===== config.mk =====
export PLATFORM = sky130hd
export DESIGN_NAME = vnorm_isqrt
export DESIGN_NICKNAME = d
export VERILOG_FILES = /design/src/hw/rtl/vnorm_pkg.sv /design/src/hw/rtl/vnorm_isqrt.sv
export SDC_FILE = /design/constraint.sdc
export NUM_CORES = 1
export LEC_CHECK = 0
export CORE_ASPECT_RATIO = 1.5
export CORE_MARGIN = 2
export CORE_UTILIZATION = 25
export CTS_CLUSTER_SIZE = 8
export DETAILED_ROUTE_END_ITERATION = 8
export DONT_BUFFER_PORTS = 1
export GPL_ROUTABILITY_DRIVEN = 0
export HOLD_SLACK_MARGIN = 0.12
export PLACE_DENSITY = 0.4
export SETUP_SLACK_MARGIN = 0.4
export SLEW_MARGIN = 10
export SYNTH_ARGS = -nofsm -noshare
export SYNTH_HDL_FRONTEND = slang
export SYNTH_SLANG_ARGS = --single-unit

===== constraint.sdc =====
create_clock -name clk -period 19 [get_ports clk]
set_input_delay 0.95 -clock clk [delete_from_list [all_inputs] [get_ports clk]]
set_output_delay 0.95 -clock clk [all_outputs]
set_load 0.05 [all_outputs]

===== src/hw/rtl/vnorm_pkg.sv =====
// Shared types and constants of the vertex normal unit.
// No dependencies; the interfaces, the square root, the divider and the top level import it.
`default_nettype none
package vnorm_pkg;
	localparam int COORD_W = 24;
	localparam int IDX_W   = 12;
	localparam int CMD_W   = 2;
	localparam int OUT_W   = 16;
	localparam int NSUM_W  = 64;
	localparam int CROSS_W = 52;
	localparam int MUL_W   = 31;
	localparam int PROD_W  = 62;
	localparam int ROOT_W  = 32;
	localparam int NUM_W   = 46;
	localparam int QUO_W   = 17;

	localparam logic [CMD_W-1:0] CMD_CLEAR = 2'd0;
	localparam logic [CMD_W-1:0] CMD_WRITE = 2'd1;
	localparam logic [CMD_W-1:0] CMD_TRI   = 2'd2;
	localparam logic [CMD_W-1:0] CMD_READ  = 2'd3;

	typedef logic signed [COORD_W-1:0] coord_t;
	typedef logic signed [NSUM_W-1:0] nsum_t;
	typedef logic signed [OUT_W-1:0] q15_t;
	typedef logic [2:0][COORD_W-1:0] pos_t;
	typedef logic [2:0][NSUM_W-1:0] nrm_t;

	// handshake-free start/done pair of the iterative units
	typedef struct packed {
		logic start;
		logic done;
	} unit_ctl_t;
endpackage
`default_nettype wire


===== src/hw/rtl/vnorm_isqrt.sv =====
// Bit-pair iterative integer square root, one result bit per cycle.
// Depends on vnorm_pkg.
`default_nettype none
module vnorm_isqrt import vnorm_pkg::*; (
	input  wire logic              clk,
	input  wire logic              arst_n,
	input  wire logic              start,
	input  wire logic [63:0]       value,
	output logic                   done,
	output logic [ROOT_W-1:0]      root
);
	logic        busy_q;
	logic        done_q;
	logic [63:0] v_q;
	logic [63:0] r_q;
	logic [63:0] bit_q;
	logic [63:0] trial;

	assign trial = r_q + bit_q;

	always_ff @(posedge clk or negedge arst_n) begin
		if (!arst_n) begin
			busy_q <= 1'b0;
			done_q <= 1'b0;
		end else begin
			done_q <= busy_q && bit_q[0];
			if (start) begin
				busy_q <= 1'b1;
			end else if (busy_q && bit_q[0]) begin
				busy_q <= 1'b0;
			end
		end
	end

	always_ff @(posedge clk) begin
		if (start) begin
			v_q   <= value;
			r_q   <= '0;
			bit_q <= 64'h4000_0000_0000_0000;
		end else if (busy_q) begin
			if (v_q >= trial) begin
				v_q <= v_q - trial;
				r_q <= (r_q >> 1) + bit_q;
			end else begin
				r_q <= r_q >> 1;
			end
			bit_q <= bit_q >> 2;
		end
	end

	assign done = done_q;
	assign root = r_q[ROOT_W-1:0];
endmodule
`default_nettype wire


==> results.cfg <==
[run_status]
outcome = completed

[setup_path]
crit_path_top_delay_cell = sky130_fd_sc_hd__dfxtp_1
critical_path.endpoint_type = register
critPathArrivalTime_ns = 7.84
cp_max_fo = 64
max_stage_delay_on_crit_path_ns = 0.81
critical_path_rt_ns = 19.08
reg2reg_to = v_q[32]$_DFFE_PP_
reg2reg_depth = 22
timing.critical_path.cells = ha_1 > nand4_1 > o21ai_0 > a32oi_1 > o22ai_1 > a21oi_1 > o21ai_1 > a21oi_1 > nor2_1 > o21ai_0 > xor2_1 > ha_1 > nand2_1 > o21bai_1 > a221oi_2 > a211oi_1 > nand3_1 > a21oi_1 > nor2_4 > buf_4 > o21ai_4 > buf_4
critPathMostFrequentCell = sky130_fd_sc_hd__a21oi_1
cp-start-kind = register
path_class = register to register
reg2reg_slack_ns = 11.24
worst_r2r_startpoint = r_q[4]$_SDFFE_PP0P_
critical_path_launch_point = r_q[4]$_SDFFE_PP0P_

[sta]
rsz0062_at_grt = false
setup_violations = 0
finalCriticalPeriod_ns = 7.76
timing.final.crit_share_pct = 40.8
worst_slack_ns = 11.24
clock_skew_ns = 0.0104
tightestPinTransition_ns = 0.978
setup_total_negative_slack_ns = 0
timing.fmax_mhz = 129
slew_limit_fails = 0
final-hold-violation-count = 0
holdWs_ns = 0.171
worst_relative_slew_slack_pct = 34.8

[floorplanning]
floorplan.rows = 110
initial_core_util_pct = 25.2
floorplan.die.height_um = 305
core_um2 = 59900
die-width_um = 205
io_pins = 100
fp.dieArea_um2 = 62400

[logic_synthesis]
yosys.cell_types.count = 88
synthMostInstantiatedCell = sky130_fd_sc_hd__nand2_1
syn_avg_cell_area_um2 = 7.88
post_synth_edffs = 64
synth_common_cells = sky130_fd_sc_hd__nand2_1, sky130_fd_sc_hd__nor2_1, sky130_fd_sc_hd__o21ai_0, sky130_fd_sc_hd__ha_1, sky130_fd_sc_hd__a21oi_1
synth_top_area_cell = sky130_fd_sc_hd__dfxtp_1
ys_ff_latch = 162
yosys-top-cells-area = sky130_fd_sc_hd__dfxtp_1, sky130_fd_sc_hd__edfxtp_1, sky130_fd_sc_hd__ha_1
synth.cell_area_um2 = 15100
postSynthNetCount = 2114
synth_top_area_share_pct = 12.7
seq_area_frac_synth_pct = 25.8
synthArstFlopShare_pct = 1.23
synth_ff_type = sky130_fd_sc_hd__dfxtp_1
synth_cells = 1916
yosysWarnings = 0

[clock_network]
cts_post_setup_buffers_inserted = 0
clock_tree_from_tritoncts = yes
cts.hold.buffers_added = 0
cts_buffer_depth = 2
cts-root-buf = sky130_fd_sc_hd__clkbuf_16
cts-buffers-inserted = 17
cts_repair_resize_count = 0
cts.clk_slew.worst_paths_ns = 0.07
clkSinkCount = 162
h-tree-depth = 4
worstSkewPairLatency_ns = 0.47

[global_route]
overall_fraction_of_global_route_tracks_in_use_pct = 17.2
gr-usage-met1_pct = 18.4
grt_antenna_before_repair = 0
met2_use_gr_pct = 33.5
grt_max_degree = 220
globalRouteOverflowTotal = 0
global_route_wire_length_before_repair_mm = 82.5
first_global_vias = 13900
busiest_layer = met2
met3_track_usage_gr_pct = 2.75

[final_layout]
final_cells = 2607
fin_area_um2 = 16100
fillCellCount = 6554
drive_above_1_share_pct = 4.61
antenna-diode-count = 0
layout.core_utilization_pct = 26.9
multi_input_area_um2 = 10400
seqCellArea_um2 = 3900
layout-area-overhead-vs-synth_pct = 6.58
fin_nets = 2009

[route]
detail_route.vias_per_cell = 5.24
finalWirelength_mm = 53.5
average_wire_length_per_cell_after_detail_routing_um = 20.5
total_vias_in_the_final_route = 13700
dr.first_iter.drc_count = 814
drt_pre_antenna_iters = 5
drt.antenna.violating_nets = 0
remaining_drc_errors = 0

[placed_design]
dp_cells = 2576
port-buffer-count = 0
post-place-ws_ns = 11.23
placed_cell_area_um2 = 15500
dpl.hpwl_mm = 40.9

[power]
power_density_nw_per_um2 = 157
leakage_nw = 6.08
power.total_mw = 2.53
vdd.ir_drop.worst_v = 0.0000857

[hold_path]
worstHoldPathType = primary input to asynchronous set/reset pin

[flow_run]
cap_violations = 0
-- flip-flops by register name (all words and copies together) (netlist names) --
register	cells
busy_q	1
r_q	64
done	1
bit_q	32
v_q	64
-- report_power, final --
group          switching (mW)  internal [mW]  total (mW)
registers               0.128          0.505       0.633
clock network           0.162          0.198       0.360
logic                   0.966          0.570        1.54
total                    1.26           1.27        2.53
-- cell type report --
cell class	count	area share (%)
sequential	162	24.2
tap	784	6.10
inverter	37	0.863
clock buffer	25	3.36
clock inverter	6	0.241
timing repair buffer	11	0.513
multi-input combinational	1582	64.7
-- cell families (layout without fill, tap and decap cells) --
kind of cell / count (synthesis) / after routing / synth area share, %
and+or+nand+nor: 632 / 632 / 18.9
AOI/OAI and AO/OA: 612 / 612 / 26.5
buffers and inverters: 172 / 79 / 5.35
DFF: 162 / 162 / 25.8
xor gates and xnor gates: 158 / 158 / 9.17
adders and majority gates: 131 / 131 / 10.9
muxes: 49 / 49 / 3.31
-- critical path: cells and delay by family (launching register included) --
kind | cells | cell delay [ns]
adders and majority gates | 2 | 0.71
DFF | 1 | 0.81
and+or+nand+nor | 5 | 0.55
AOI/OAI and AO/OA | 12 | 3.90
xor gates and xnor gates | 1 | 0.19
buffers and inverters | 2 | 1.12
-- routing by layer --
layer | part of all wire, % | up-vias
met5 | 0 | -
met1 | 39 | 6538
met4 | 2.3 | 0
met3 | 3.9 | 54
met2 | 55 | 263
li1 | - | 6809
-- placed cells by master, fill, tap and decap left out, types with 37 or more instances in the layout --
cell | netlist | routed
sky130_fd_sc_hd__a211oi_1 | 37 | 37
sky130_fd_sc_hd__a21o_1 | 54 | 54
sky130_fd_sc_hd__a21oi_1 | 120 | 120
sky130_fd_sc_hd__a31oi_1 | 59 | 59
sky130_fd_sc_hd__dfxtp_1 | 96 | 96
sky130_fd_sc_hd__edfxtp_1 | 64 | 64
sky130_fd_sc_hd__ha_1 | 130 | 130
sky130_fd_sc_hd__inv_1 | 37 | 37
sky130_fd_sc_hd__mux2i_1 | 42 | 42
sky130_fd_sc_hd__nand2_1 | 241 | 241
sky130_fd_sc_hd__nor2_1 | 186 | 186
sky130_fd_sc_hd__o21ai_0 | 132 | 131
sky130_fd_sc_hd__xnor2_1 | 86 | 86
sky130_fd_sc_hd__xor2_1 | 72 | 72
-- how the worst max path moves through the flow --
stage / end / cells past startpoint
6_report: v_q[32]$_DFFE_PP_ / 22
5_1_grt: v_q[39]$_DFFE_PP_ / 22
4_1_cts: v_q[32]$_DFFE_PP_ / 19
3_5_place_dp: v_q[31]$_DFFE_PP_ / 19
3_3_place_gp: v_q[29]$_DFFE_PP_ / 23
2_1_floorplan: v_q[0]$_DFFE_PP_ / 21
No activity file was read; power rests on OpenSTA's default activity.
