## src/hw/rtl/vnorm_pkg.sv

```systemverilog
// Shared types and constants of the vertex normal unit.
// No dependencies; the interfaces, the square root, the divider and the top level import it.
`default_nettype none
package vnorm_pkg;
	localparam int COORD_W = 24;
	localparam int IDX_W   = 12;
	localparam int CMD_W   = 2;
	localparam int OUT_W   = 16;
	localparam int NSUM_W  = 64;
	localparam int CROSS_W = 52;
	localparam int MUL_W   = 31;
	localparam int PROD_W  = 62;
	localparam int ROOT_W  = 32;
	localparam int NUM_W   = 46;
	localparam int QUO_W   = 17;

	localparam logic [CMD_W-1:0] CMD_CLEAR = 2'd0;
	localparam logic [CMD_W-1:0] CMD_WRITE = 2'd1;
	localparam logic [CMD_W-1:0] CMD_TRI   = 2'd2;
	localparam logic [CMD_W-1:0] CMD_READ  = 2'd3;

	typedef logic signed [COORD_W-1:0] coord_t;
	typedef logic signed [NSUM_W-1:0] nsum_t;
	typedef logic signed [OUT_W-1:0] q15_t;
	typedef logic [2:0][COORD_W-1:0] pos_t;
	typedef logic [2:0][NSUM_W-1:0] nrm_t;

	// handshake-free start/done pair of the iterative units
	typedef struct packed {
		logic start;
		logic done;
	} unit_ctl_t;
endpackage
`default_nettype wire

```

## src/hw/rtl/vnorm_div.sv

```systemverilog
// Restoring divider, one quotient bit per cycle, with a quotient overflow flag.
// Depends on vnorm_pkg.
`default_nettype none
module vnorm_div import vnorm_pkg::*; (
	input  wire logic              clk,
	input  wire logic              arst_n,
	input  wire logic              start,
	input  wire logic [NUM_W-1:0]  num,
	input  wire logic [ROOT_W-1:0] den,
	output logic                   done,
	output logic                   ovf,
	output logic [QUO_W-1:0]       quo
);
	localparam int CNT_W = $clog2(QUO_W + 1);

	logic              prep_q;
	logic              done_q;
	logic [CNT_W-1:0]  cnt_q;
	logic [NUM_W-1:0]  num_q;
	logic [ROOT_W-1:0] den_q;
	logic [ROOT_W:0]   rem_q;
	logic [QUO_W-1:0]  low_q;
	logic [QUO_W-1:0]  quo_q;
	logic              ovf_q;
	logic [ROOT_W:0]   trial;
	logic              ge;

	assign trial = {rem_q[ROOT_W-1:0], low_q[QUO_W-1]};
	assign ge    = trial >= {1'b0, den_q};

	always_ff @(posedge clk or negedge arst_n) begin
		if (!arst_n) begin
			prep_q <= 1'b0;
			done_q <= 1'b0;
			cnt_q  <= '0;
		end else begin
			prep_q <= start;
			done_q <= (cnt_q == CNT_W'(1));
			if (prep_q) begin
				cnt_q <= CNT_W'(QUO_W);
			end else if (cnt_q != '0) begin
				cnt_q <= cnt_q - CNT_W'(1);
			end
		end
	end

	always_ff @(posedge clk) begin
		if (start) begin
			num_q <= num;
			den_q <= den;
		end else if (prep_q) begin
			ovf_q <= (num_q >> QUO_W) >= NUM_W'(den_q);
			rem_q <= (ROOT_W + 1)'(num_q >> QUO_W);
			low_q <= num_q[QUO_W-1:0];
		end else if (cnt_q != '0) begin
			rem_q <= ge ? (trial - {1'b0, den_q}) : trial;
			quo_q <= {quo_q[QUO_W-2:0], ge};
			low_q <= low_q << 1;
		end
	end

	assign done = done_q;
	assign ovf  = ovf_q;
	assign quo  = quo_q;
endmodule
`default_nettype wire

```

## config.mk

```make
export PLATFORM = sky130hd
export DESIGN_NAME = vnorm_div
export DESIGN_NICKNAME = d
export VERILOG_FILES = /design/src/hw/rtl/vnorm_pkg.sv /design/src/hw/rtl/vnorm_div.sv
export SDC_FILE = /design/constraint.sdc
export NUM_CORES = 1
export LEC_CHECK = 0
export BUFFER_PORTS_ARGS = -buffer_cell sky130_fd_sc_hd__buf_2
export CAP_MARGIN = 40
export CORE_MARGIN = 3
export CORE_UTILIZATION = 40
export CTS_CLUSTER_DIAMETER = 60
export CTS_CLUSTER_SIZE = 10
export DETAILED_ROUTE_END_ITERATION = 10
export PLACE_DENSITY = 0.65
export SYNTH_ARGS = -nofsm -noshare
export SYNTH_HDL_FRONTEND = slang
export SYNTH_SLANG_ARGS = --single-unit
```

## constraint.sdc

```tcl
create_clock -name clk -period 3.8 [get_ports clk]
set_clock_uncertainty 0.1 [all_clocks]
set_input_delay 0.95 -clock clk [delete_from_list [all_inputs] [get_ports clk]]
set_output_delay 0.95 -clock clk [all_outputs]
set_load 0.05 [all_outputs]
```

==> results.tsv <==
metric	value	unit
cts_buffers	17	
placed_cells	963	
period_needed	3.60	ns
fmax	0.278	GHz
hold_ws	0.246	ns
layout-drive-gt1-share	27.7	%
power_switching	0.00163	W
seq_area_frac_synth	56.3	%
worst_pin_slew	0.862	ns
syn_area_per_cell	13.2	um^2
drt-total-wl	15.8	mm
drv_slew	0	
worst_skew_pair.late_latency	0.43	ns
gp_congestion	0.912	
tns	0	ns
core_area	19600	um^2
power.density	573	nW/um^2
synthDistinctLibCells	56	
htreeDepth	4	
drt-initial-drc-count	227	
synth_cells	608	
io_buffers	99	
grt_first_pass_wirelength	26.7	mm
antenna_found_initial	0	
grt.total_usage	15.2	%
worstSetupPathType	reg2reg	
ys_ff_latch	152	
dr_total_vias	5127	
leakage	3.92	nW
drc	0	
power_frac_seq	39.8	%
combPwrFrac	28.1	%
synth_nets	754	
postCtsHoldBufs	0	
grt-ovfl-total	0	
synthArstFlopShare	4.61	%
firstDrtPassIters	4	
ant_nets	0	
via_per_inst	5.15	
max-cap-violations	0	
postCtsSetupRepairBufs	0	
ctsResizeCount	0	
cp.arrival	3.67	ns
area_growth	17.9	%
fillers	1754	
cp-start-kind	register	
pin_count	100	
worstPathMaxFanout	3	
rsz0062_at_grt	no	
cts.sinks	152	
setup_viol	0	
relSlewSlack	42.6	%
synth-edff-count	145	
worstPathRequired	3.87	ns
final_cells	995	
synthesis.area	8050	um^2
hold_viol	0	
synth_warnings	0	
grt_max_degree	50	
outcome	completed	
start_util	41.1	%
fp-row-count	51	
post-route-period-util	94.8	%
clk_path_buf_depth	2	
dp_hpwl	11.4	mm
synth_flop_cell	edfxtp_1	
root_buffer	clkbuf_16	
clk_pin_slew	0.07	ns
die_y	148	um
grt_pass1_vias	5402	
worst_setup_path_end_kind	register	
cts_tree	done	
avgRoutedWirePerCell	15.9	um
dieArea	21900	um^2
irDropWorstVdd	0.306	mV
die_w	148	um
min_path_type	in2async	
switching_share	30.0	%
n_antenna_cell	0	
nets	863	
p_clk_share	32.1	%
intPower	0.00380	W
-- critical path: stages, from the launching register on --
cell and delay [ns]:
edfxtp_1 0.37, inv_1 0.08, ha_1 0.16, inv_1 0.06, fa_1 0.39, a21o_1 0.21
a221oi_1 0.46, nor3b_2 0.32, o311a_1 0.21, nor2_1 0.08, a41o_1 0.25, xor2_1 0.14
mux2_4 0.26, mux2_2 0.25
-- power by group through the flow --
stage / clock [W] / sequential [W] / combinational [W]
finish: 0.00175 / 0.00216 / 0.00153
detailed placement: 0 / 0.00219 / 0.00151
CTS: 0.00180 / 0.00216 / 0.00152
global route: 0.00187 / 0.00218 / 0.00171
global placement: 0 / 0.00219 / 0.00148
floorplan: 0 / 0.00220 / 0.00117
-- metal layers --
layer  wire (um)  share of wire (%)  GRT usage [%]
met1        7500                 47           20.3
met2        7320                 46           24.0
met3         657                4.1           3.86
met4         365                2.3           6.19
met5           0                  0              0
-- metrics by stage --
| stage | power, W | area [um^2] | worst slack (ns) | utilization [%] |
|---|---|---|---|---|
| final | 0.00543 | 9490 | 0.199 | 48.4 |
| after global routing | 0.00577 | 9490 | 0.0174 | 48.4 |
| after CTS | 0.00548 | 9470 | 0.101 | 48.3 |
| after detailed placement | 0.00371 | 8860 | 0.118 | 45.2 |
| after global placement | 0.00367 | 8860 | 0.172 | 45.2 |
| after floorplan | 0.00337 | 8050 | 0.172 | - |
-- cell type report --
class	count	area (um^2)	area share, %
Multi-Input combinational cell	399	3310	34.9
Clock buffer	18	429	4.52
Clock inverter	14	179	1.89
Timing Repair Buffer	105	543	5.72
Sequential cell	152	4530	47.7
Inverter	42	163	1.71
Tap cell	265	332	3.49
-- Yosys cell counts, types with 3 or more instances --
library cell | n | area share (%)
edfxtp_1 | 145 | 54
ha_1 | 64 | 9.9
inv_1 | 41 | 1.9
mux2_2 | 41 | 5.7
a21oi_1 | 33 | 2.1
nand2_1 | 26 | 1.2
nor2_1 | 24 | 1.1
o21ai_0 | 24 | 1.5
a21o_1 | 20 | 1.9
xnor2_1 | 18 | 2.0
mux2_4 | 14 | 2.6
xor2_1 | 10 | 1.1
nand4_1 | 9 | 0.70
a211oi_1 | 8 | 0.75
clkbuf_1 | 8 | 0.37
nor3_1 | 8 | 0.50
dfrtp_1 | 7 | 2.2
nor2b_1 | 7 | 0.54
a221o_1 | 6 | 0.75
nand3_1 | 6 | 0.37
nor3b_1 | 6 | 0.56
o211ai_1 | 6 | 0.56
o21a_1 | 6 | 0.56
and3_1 | 5 | 0.39
nand2b_1 | 5 | 0.39
o21bai_1 | 5 | 0.47
a211o_1 | 4 | 0.44
a31oi_1 | 4 | 0.31
mux2i_1 | 4 | 0.50
a221oi_1 | 3 | 0.33
and2_1 | 3 | 0.23
and4_1 | 3 | 0.33
buf_1 | 3 | 0.14
nor4_1 | 3 | 0.23
-- path summary, 6_finish.rpt --
| kind | slack [ns] | end | start | depth (start not counted) |
|---|---|---|---|---|
| max reg2reg | 0.20 | rem_q[26]$_DFFE_PP_ | low_q[16]$_DFFE_PP_ | 13 |
| max in group asynchronous | 3.18 | prep_q$_DFF_PN0_ | arst_n | 1 |
| min | 0.25 | cnt_q[2]$_DFFE_PN0N_ | arst_n | 1 |
| min reg2reg | 0.35 | quo[9]$_DFFE_PP_ | quo[8]$_DFFE_PP_ | 0 |
| max | 0.20 | rem_q[26]$_DFFE_PP_ | low_q[16]$_DFFE_PP_ | 13 |
| min in group clk | 0.35 | quo[9]$_DFFE_PP_ | quo[8]$_DFFE_PP_ | 0 |
-- registers in the layout, summed over array words and instances, names as in the netlist --
register  count
prep_q        1
done          1
cnt_q         5
quo          17
den_q        32
low_q        17
num_q        46
rem_q        32
ovf           1
-- layout by cell type, fill, tap and decap left out, types with 7 or more instances in the layout --
master,n
a21o_1,20
nand2_1,26
mux2_4,14
a21oi_1,33
nor2_1,23
xor2_1,10
inv_1,41
xnor2_1,18
clkbuf_16,17
buf_2,98
ha_1,64
o21ai_0,24
nor2b_1,7
buf_4,7
nor3_1,8
nand4_1,9
mux2_2,41
edfxtp_1,145
-- kinds of logic (layout without fill, tap and decap cells) --
kind of cell	count (synthesis)	after routing	share of synthesized area, %
AOI/OAI and AO/OA	133	133	11.3
muxes	59	59	8.84
buffers and inverters	57	179	2.91
DFF	152	152	56.3
and+or+nand+nor	114	114	7.43
xor gates and xnor gates	28	28	3.05
adders and majority gates	65	65	10.2
(Power assumes the default switching activity.)
