File: config.mk
export PLATFORM = sky130hd
export DESIGN_NAME = vnorm_ram
export DESIGN_NICKNAME = d
export VERILOG_FILES = /design/src/hw/rtl/vnorm_ram.sv
export SDC_FILE = /design/constraint.sdc
export NUM_CORES = 1
export LEC_CHECK = 0
export BUFFER_PORTS_ARGS = -buffer_cell sky130_fd_sc_hd__buf_2
export CAP_MARGIN = 20
export CORE_MARGIN = 2
export CORE_UTILIZATION = 60
export CTS_BUF_LIST = sky130_fd_sc_hd__clkbuf_8 sky130_fd_sc_hd__clkbuf_16
export CTS_CLUSTER_DIAMETER = 40
export DETAILED_ROUTE_END_ITERATION = 7
export GPL_ROUTABILITY_DRIVEN = 1
export HOLD_SLACK_MARGIN = 0.12
export PLACE_DENSITY = 0.78
export SLEW_MARGIN = 30
export SYNTH_ARGS = -nofsm -noshare
export SYNTH_HDL_FRONTEND = slang
export SYNTH_SLANG_ARGS = --single-unit
File: constraint.sdc
create_clock -name clk -period 2.05 [get_ports clk]
set_input_delay 0.1025 -clock clk [delete_from_list [all_inputs] [get_ports clk]]
set_output_delay 0.1025 -clock clk [all_outputs]
set_load 0.005 [all_outputs]
File: src/hw/rtl/vnorm_ram.sv
// Generic single-write, single-read synchronous RAM with registered read data.
// No dependencies.
`default_nettype none
module vnorm_ram #(
	parameter int WIDTH = 8,
	parameter int DEPTH = 16
) (
	input  wire logic                     clk,
	input  wire logic                     we,
	input  wire logic [$clog2(DEPTH)-1:0] waddr,
	input  wire logic [WIDTH-1:0]         wdata,
	input  wire logic [$clog2(DEPTH)-1:0] raddr,
	output logic      [WIDTH-1:0]         rdata
);
	logic [WIDTH-1:0] mem [DEPTH];

	always_ff @(posedge clk) begin
		if (we) begin
			mem[waddr] <= wdata;
		end
		rdata <= mem[raddr];
	end
endmodule
`default_nettype wire

==> impl_metrics.ini, run 1 <==
[global_routing]
grt_max_degree = 33
grt_overflow = 0
antenna_found_initial = 0
grt_pass1_wl_um = 15600
grt_pass1_vias = 2541
grt_usage_pct = 23.3

[timing]
slew_headroom_pct = 49.0
setup_slack_ns = 0.454
fmax_ghz = 0.627
finalHoldViolations = 0
period_share_pct = 77.9
fin_setup_tns_ns = 0
layout_min_cycle_time_ns = 1.60
finalSetupViolations = 0
tightest_slew_ns = 0.762
finClkSkew_ns = 0.00617
timing.final.max_slew_violations = 0
rsz0062_at_grt = false

[die]
rows = 33
io_pins = 26
initial_utilization_pct = 62.3
die_y_um = 96.6
coreArea_mm2 = 0.00826
die-area_mm2 = 0.00934
die_w_um = 96.6

[clock_tree]
cts_htree_levels = 4
cts_tree = yes
clock_latency_ns = 0.51
holdBufCountCts = 10
clock-sinks = 136
clock_tree.buffer_depth = 2
clk_pin_slew_ns = 0.06
cts_root_buffer = clkbuf_8
numCtsBuffers = 17
cts_setup_buffers = 0
post_cts_resized = 0

[detailed_routing]
viasPerCell = 6.25
drc_errors = 0
wl_per_cell_um = 24.7
finalWirelength_um = 10200
drtPass1Iterations = 5
antenna_left = 0
vias = 2567
drtIter0Drc = 246

[synthesis]
synthDistinctLibCells = 19
synth_cells = 229
yosys_warnings = 0
synthesis.area_mm2 = 0.00515
syn_nets = 247
synth_seq_area_share_pct = 77.8
yosys_register_bits = 136
avgSynthCellArea_um2 = 22.5

[critical_path]
cp.arrival_ns = 1.80
worstSetupStartpointType = primary input
cpMaxStageDelayCell = dlygate4sd3_1
worstPathRequired_ns = 2.26
max_stage_delay_ns = 0.69
path_cells = dlygate4sd3_1 > buf_2 > nor3_1 > dlygate4sd3_1
crit_path_end_kind = register
worst-setup-path-type = primary input to register
cpMostUsedCell = dlygate4sd3_1
cp_max_fo = 7

[pwr]
power_density_mw_per_mm2 = 1020
seqPwrFrac_pct = 49.7
leakage_nw = 2.12
ir_drop_mv = 0.664
p_sw_mw = 1.28
finalPower_mw = 6.30
intPower_mw = 5.03
comb_power_share_pct = 4.7
clockPowerShare_pct = 45.6
p_sw_share_pct = 20.3

[cells_and_area]
most-common-layout-cells = edfxtp_1 (128), buf_2 (25), buf_4 (20), mux4_2 (18)
mostFrequentLayoutCell = edfxtp_1
synthToLayoutAreaGrowth_pct = 19.6
drive_gt1_share_pct = 31.0
final_nets = 312
fin_cells = 411
antennaDiodeCount = 0

[flow_run]
drv_cap = 0

[place]
gp_congestion = 0.803
io_buffer_count = 25
placed_cells = 370
place_ws_ns = 0.470
dp_hpwl_um = 6190

[run_status]
status = finished clean

[hold_path]
hold_class = primary input to register
sequential cells by signal (all words and copies together), names as in the netlist:
| signal | count |
|---|---|
| mem | 128 |
| rdata | 8 |
synth_stat cells (all sizes together):
| cell | number | area share (%) |
|---|---|---|
| edfxtp | 128 | 75 |
| nor3 | 4 | 0.39 |
| and2 | 1 | 0.12 |
| a22oi | 16 | 2.3 |
| buf | 7 | 1.1 |
| clkdlybuf4s25 | 3 | 0.58 |
| or3b | 1 | 0.17 |
| nand2b | 2 | 0.24 |
| and2b | 1 | 0.15 |
| nand3 | 1 | 0.097 |
| dfxtp | 8 | 3.1 |
| mux4 | 32 | 15 |
| nand3b | 2 | 0.29 |
| nand2 | 9 | 0.66 |
| nor2b | 1 | 0.12 |
| nor2 | 13 | 0.95 |
cell type report:
cell class              count  area (um2)
flip-flops and latches    136        4000
fillers                   452        2100
multi-input cells          83        1060
clock buffers              19         442
repair buffers             56         395
well taps                 105         131
clock inverters            12         129
per-stage QoR:
| step | cell area, um2 | util (%) | hold slack, ns |
|---|---|---|---|
| 2_1_floorplan | 5150 | - | 0.201 |
| 6_report | 6160 | 74.6 | 0.172 |
| 5_1_grt | 6160 | 74.6 | 0.161 |
| 3_3_place_gp | 5490 | 66.5 | 0.480 |
| 3_5_place_dp | 5490 | 66.5 | 0.482 |
| 4_1_cts | 6160 | 74.6 | 0.141 |
worst max-delay path, delay by kind of cell:
| kind | cells | cell delay [ns] |
|---|---|---|
| AND/OR/NAND/NOR | 1 | 0.32 |
| buffers and inverters | 3 | 1.38 |
kinds of logic after synthesis:
kind of cell	count (synthesis)	share of synthesized area (%)
AOI/OAI and AO/OA	16	2.33
DFF	136	77.8
muxes	32	15.0
and+or+nand+nor	35	3.18
buffers and inverters	10	1.68
power groups by stage:
stage / Sequential [mW] / Combinational [mW] / Clock (mW)
floorplan: 3.18 / 0.158 / 0
global placement: 3.18 / 0.276 / 0
detailed placement: 3.19 / 0.283 / 0
CTS: 3.13 / 0.299 / 2.92
global route: 3.14 / 0.319 / 3.04
finish: 3.13 / 0.298 / 2.87
worst paths after layout:
path	endpoint	startpoint	slack, ns	cells after the start
setup / recovery	mem[4][1]$_DFFE_PP_	waddr[0]	0.45	4
hold / removal	mem[6][1]$_DFFE_PP_	waddr[2]	0.17	3
setup reg to reg	rdata[3]$_DFF_P_	mem[1][3]$_DFFE_PP_	0.69	3
hold reg to reg	rdata[3]$_DFF_P_	mem[13][3]$_DFFE_PP_	0.67	3
per-layer routing:
metal / wire, um / global-route usage (%)
met1: 4140 / 34.2
met2: 5030 / 34.9
met3: 824 / 6.79
met5: 0 / 0
met4: 167 / 7.37
Power figures use the tool's default switching activity.
==> inputs of run 2 (changes only) <==
Settings changed: CORE_UTILIZATION 60 to 54, PLACE_DENSITY 0.78 to 0.74.
Clock period 2.05 ns to 1.4 ns, I/O delays scaled along.
==> impl_metrics.ini, run 2 (synthesized netlist as in run 1, its figures left out) <==
[cells_and_area]
fin_util_pct = 67.8
most-common-layout-cells = edfxtp_1 (128), buf_2 (25), mux4_2 (18), buf_4 (18), clkbuf_16 (16)
regMostFlops = mem
largest_reg_flops = 128
reg_top3 = mem (128), rdata (8)
synthToLayoutAreaGrowth_pct = 21.8
drive_gt1_share_pct = 32.1
final_nets = 313
antennaDiodeCount = 0
mostFrequentLayoutCell = edfxtp_1

[pwr]
clockPowerShare_pct = 46.7
power_density_mw_per_mm2 = 1510
p_sw_share_pct = 20.8
comb_power_share_pct = 4.8
p_sw_mw = 1.96
leakage_nw = 2.15
intPower_mw = 7.48
seqPwrFrac_pct = 48.5
ir_drop_mv = 1.15

[detailed_routing]
drc_errors = 0
vias = 2609
wl_per_cell_um = 24.0
drtPass1Iterations = 5
viasPerCell = 5.97
finalWirelength_um = 10500
drtIter0Drc = 329
antenna_left = 0

[global_routing]
grt_max_degree = 33
top_usage_layer = met1
grt_pass1_vias = 2572
grt_use_met2_pct = 32.2
met3_usage_pct = 5.94
grt_use_met1_pct = 33.9
grt_usage_pct = 22.6
antenna_found_initial = 0
grt_pass1_wl_um = 15800
grt_overflow = 0

[run_status]
status = finished clean

[hold_path]
hold-path-endpoint = rdata[3]$_DFF_P_
min_path_cells = 4
hp-start = raddr[2]
hold_class = primary input to register

[timing]
layout_min_cycle_time_ns = 1.39
fin_setup_tns_ns = 0
finalSetupViolations = 0
tightest_slew_ns = 0.873
slew_headroom_pct = 41.7
finClkSkew_ns = 0.00774
fmax_ghz = 0.718
rsz0062_at_grt = false
fin_hold_ws_ns = 0.155
timing.final.max_slew_violations = 0
finalHoldViolations = 0
period_share_pct = 99.5

[critical_path]
worst_r2r_path_depth = 3
path_depth = 3
path_buf_inv = 0
cpMaxStageDelayCell = mux4_1
cp_max_fo = 1
cp.arrival_ns = 1.79
worst-setup-path-type = register to register
path_cells = mux4_1 > a22oi_1 > nand2_1
reg2reg_from = mem[1][0]$_DFFE_PP_
reg2reg_to = rdata[0]$_DFF_P_
worstSetupStartpointType = register
crit_path_end_kind = register
critPathTopFamily = multiplexers
max_stage_delay_ns = 0.52
worstPathRequired_ns = 1.79
reg2reg_slack_ns = 0.007

[clock_tree]
clock_latency_ns = 0.52
clock-sinks = 136
numCtsBuffers = 17
clock_tree.buffer_depth = 2
clk_pin_slew_ns = 0.06
cts_root_buffer = clkbuf_8
cts_setup_buffers = 0
cts_htree_levels = 4
cts_tree = yes

[die]
initial_utilization_pct = 55.7
die-area_mm2 = 0.0103
die_y_um = 102
coreArea_mm2 = 0.00924
die_w_um = 102
io_pins = 26
rows = 35

[place]
io_buffer_count = 25
gp_congestion = 0.791
dp_hpwl_um = 6020

[flow_run]
drv_cap = 0
-- run 2: cell type report --
type,count,area (um2)
flip-flops and latches,136,4000
fillers,557,2970
multi-input cells,83,1070
repair buffers,57,440
clock buffers,17,414
clock inverters,15,176
well taps,129,161
-- run 2: worst max-delay path by stage --
stage	from	end	slack (ns)
2_1_floorplan	waddr[2]	mem[3][0]$_DFFE_PP_	0.06
3_3_place_gp	raddr[0]	rdata[0]$_DFF_P_	-0.09
3_5_place_dp	raddr[0]	rdata[0]$_DFF_P_	-0.08
4_1_cts	mem[1][0]$_DFFE_PP_	rdata[0]$_DFF_P_	0.02
5_1_grt	mem[2][0]$_DFFE_PP_	rdata[0]$_DFF_P_	0.002
6_report	mem[1][0]$_DFFE_PP_	rdata[0]$_DFF_P_	0.007
-- run 2: power by group through the flow --
stage | clock network [mW] | logic (mW) | registers, mW
floorplan | 0 | 0.231 | 4.66
global placement | 0 | 0.419 | 4.66
detailed placement | 0 | 0.429 | 4.66
CTS | 4.45 | 0.457 | 4.58
global route | 4.62 | 0.492 | 4.59
finish | 4.41 | 0.457 | 4.58
-- run 2: stage by stage --
stage	area [um2]	total power, mW	setup slack [ns]	cells
floorplan	5150	4.89	0.0639	229
finish	6270	9.44	0.00698	437
detailed placement	5570	5.09	-0.0759	395
global placement	5570	5.08	-0.0863	395
CTS	6260	9.48	0.0217	437
global route	6270	9.70	0.00188	437
-- run 2: per-layer routing --
metal	share of wire (%)	routed length, um	vias to the layer above
met5	0	0	-
met3	8.9	939	21
met4	1.9	201	0
met2	46	4850	165
met1	43	4500	1320
li1	-	-	1103
-- run 2: timing repair --
| action | 4_1_cts | 5_1_grt |
|---|---|---|
| hold buffers | 10 | 0 |
| gates resized for setup | 0 | 2 |
| setup endpoints to repair | 0 | 2 |
| hold endpoints to repair | 152 | 0 |
-- run 2: worst reg2reg max path: stages, from the launching register on --
cell and delay, ns:
edfxtp_1 0.37, mux4_1 0.52, a22oi_1 0.27, nand2_1 0.11
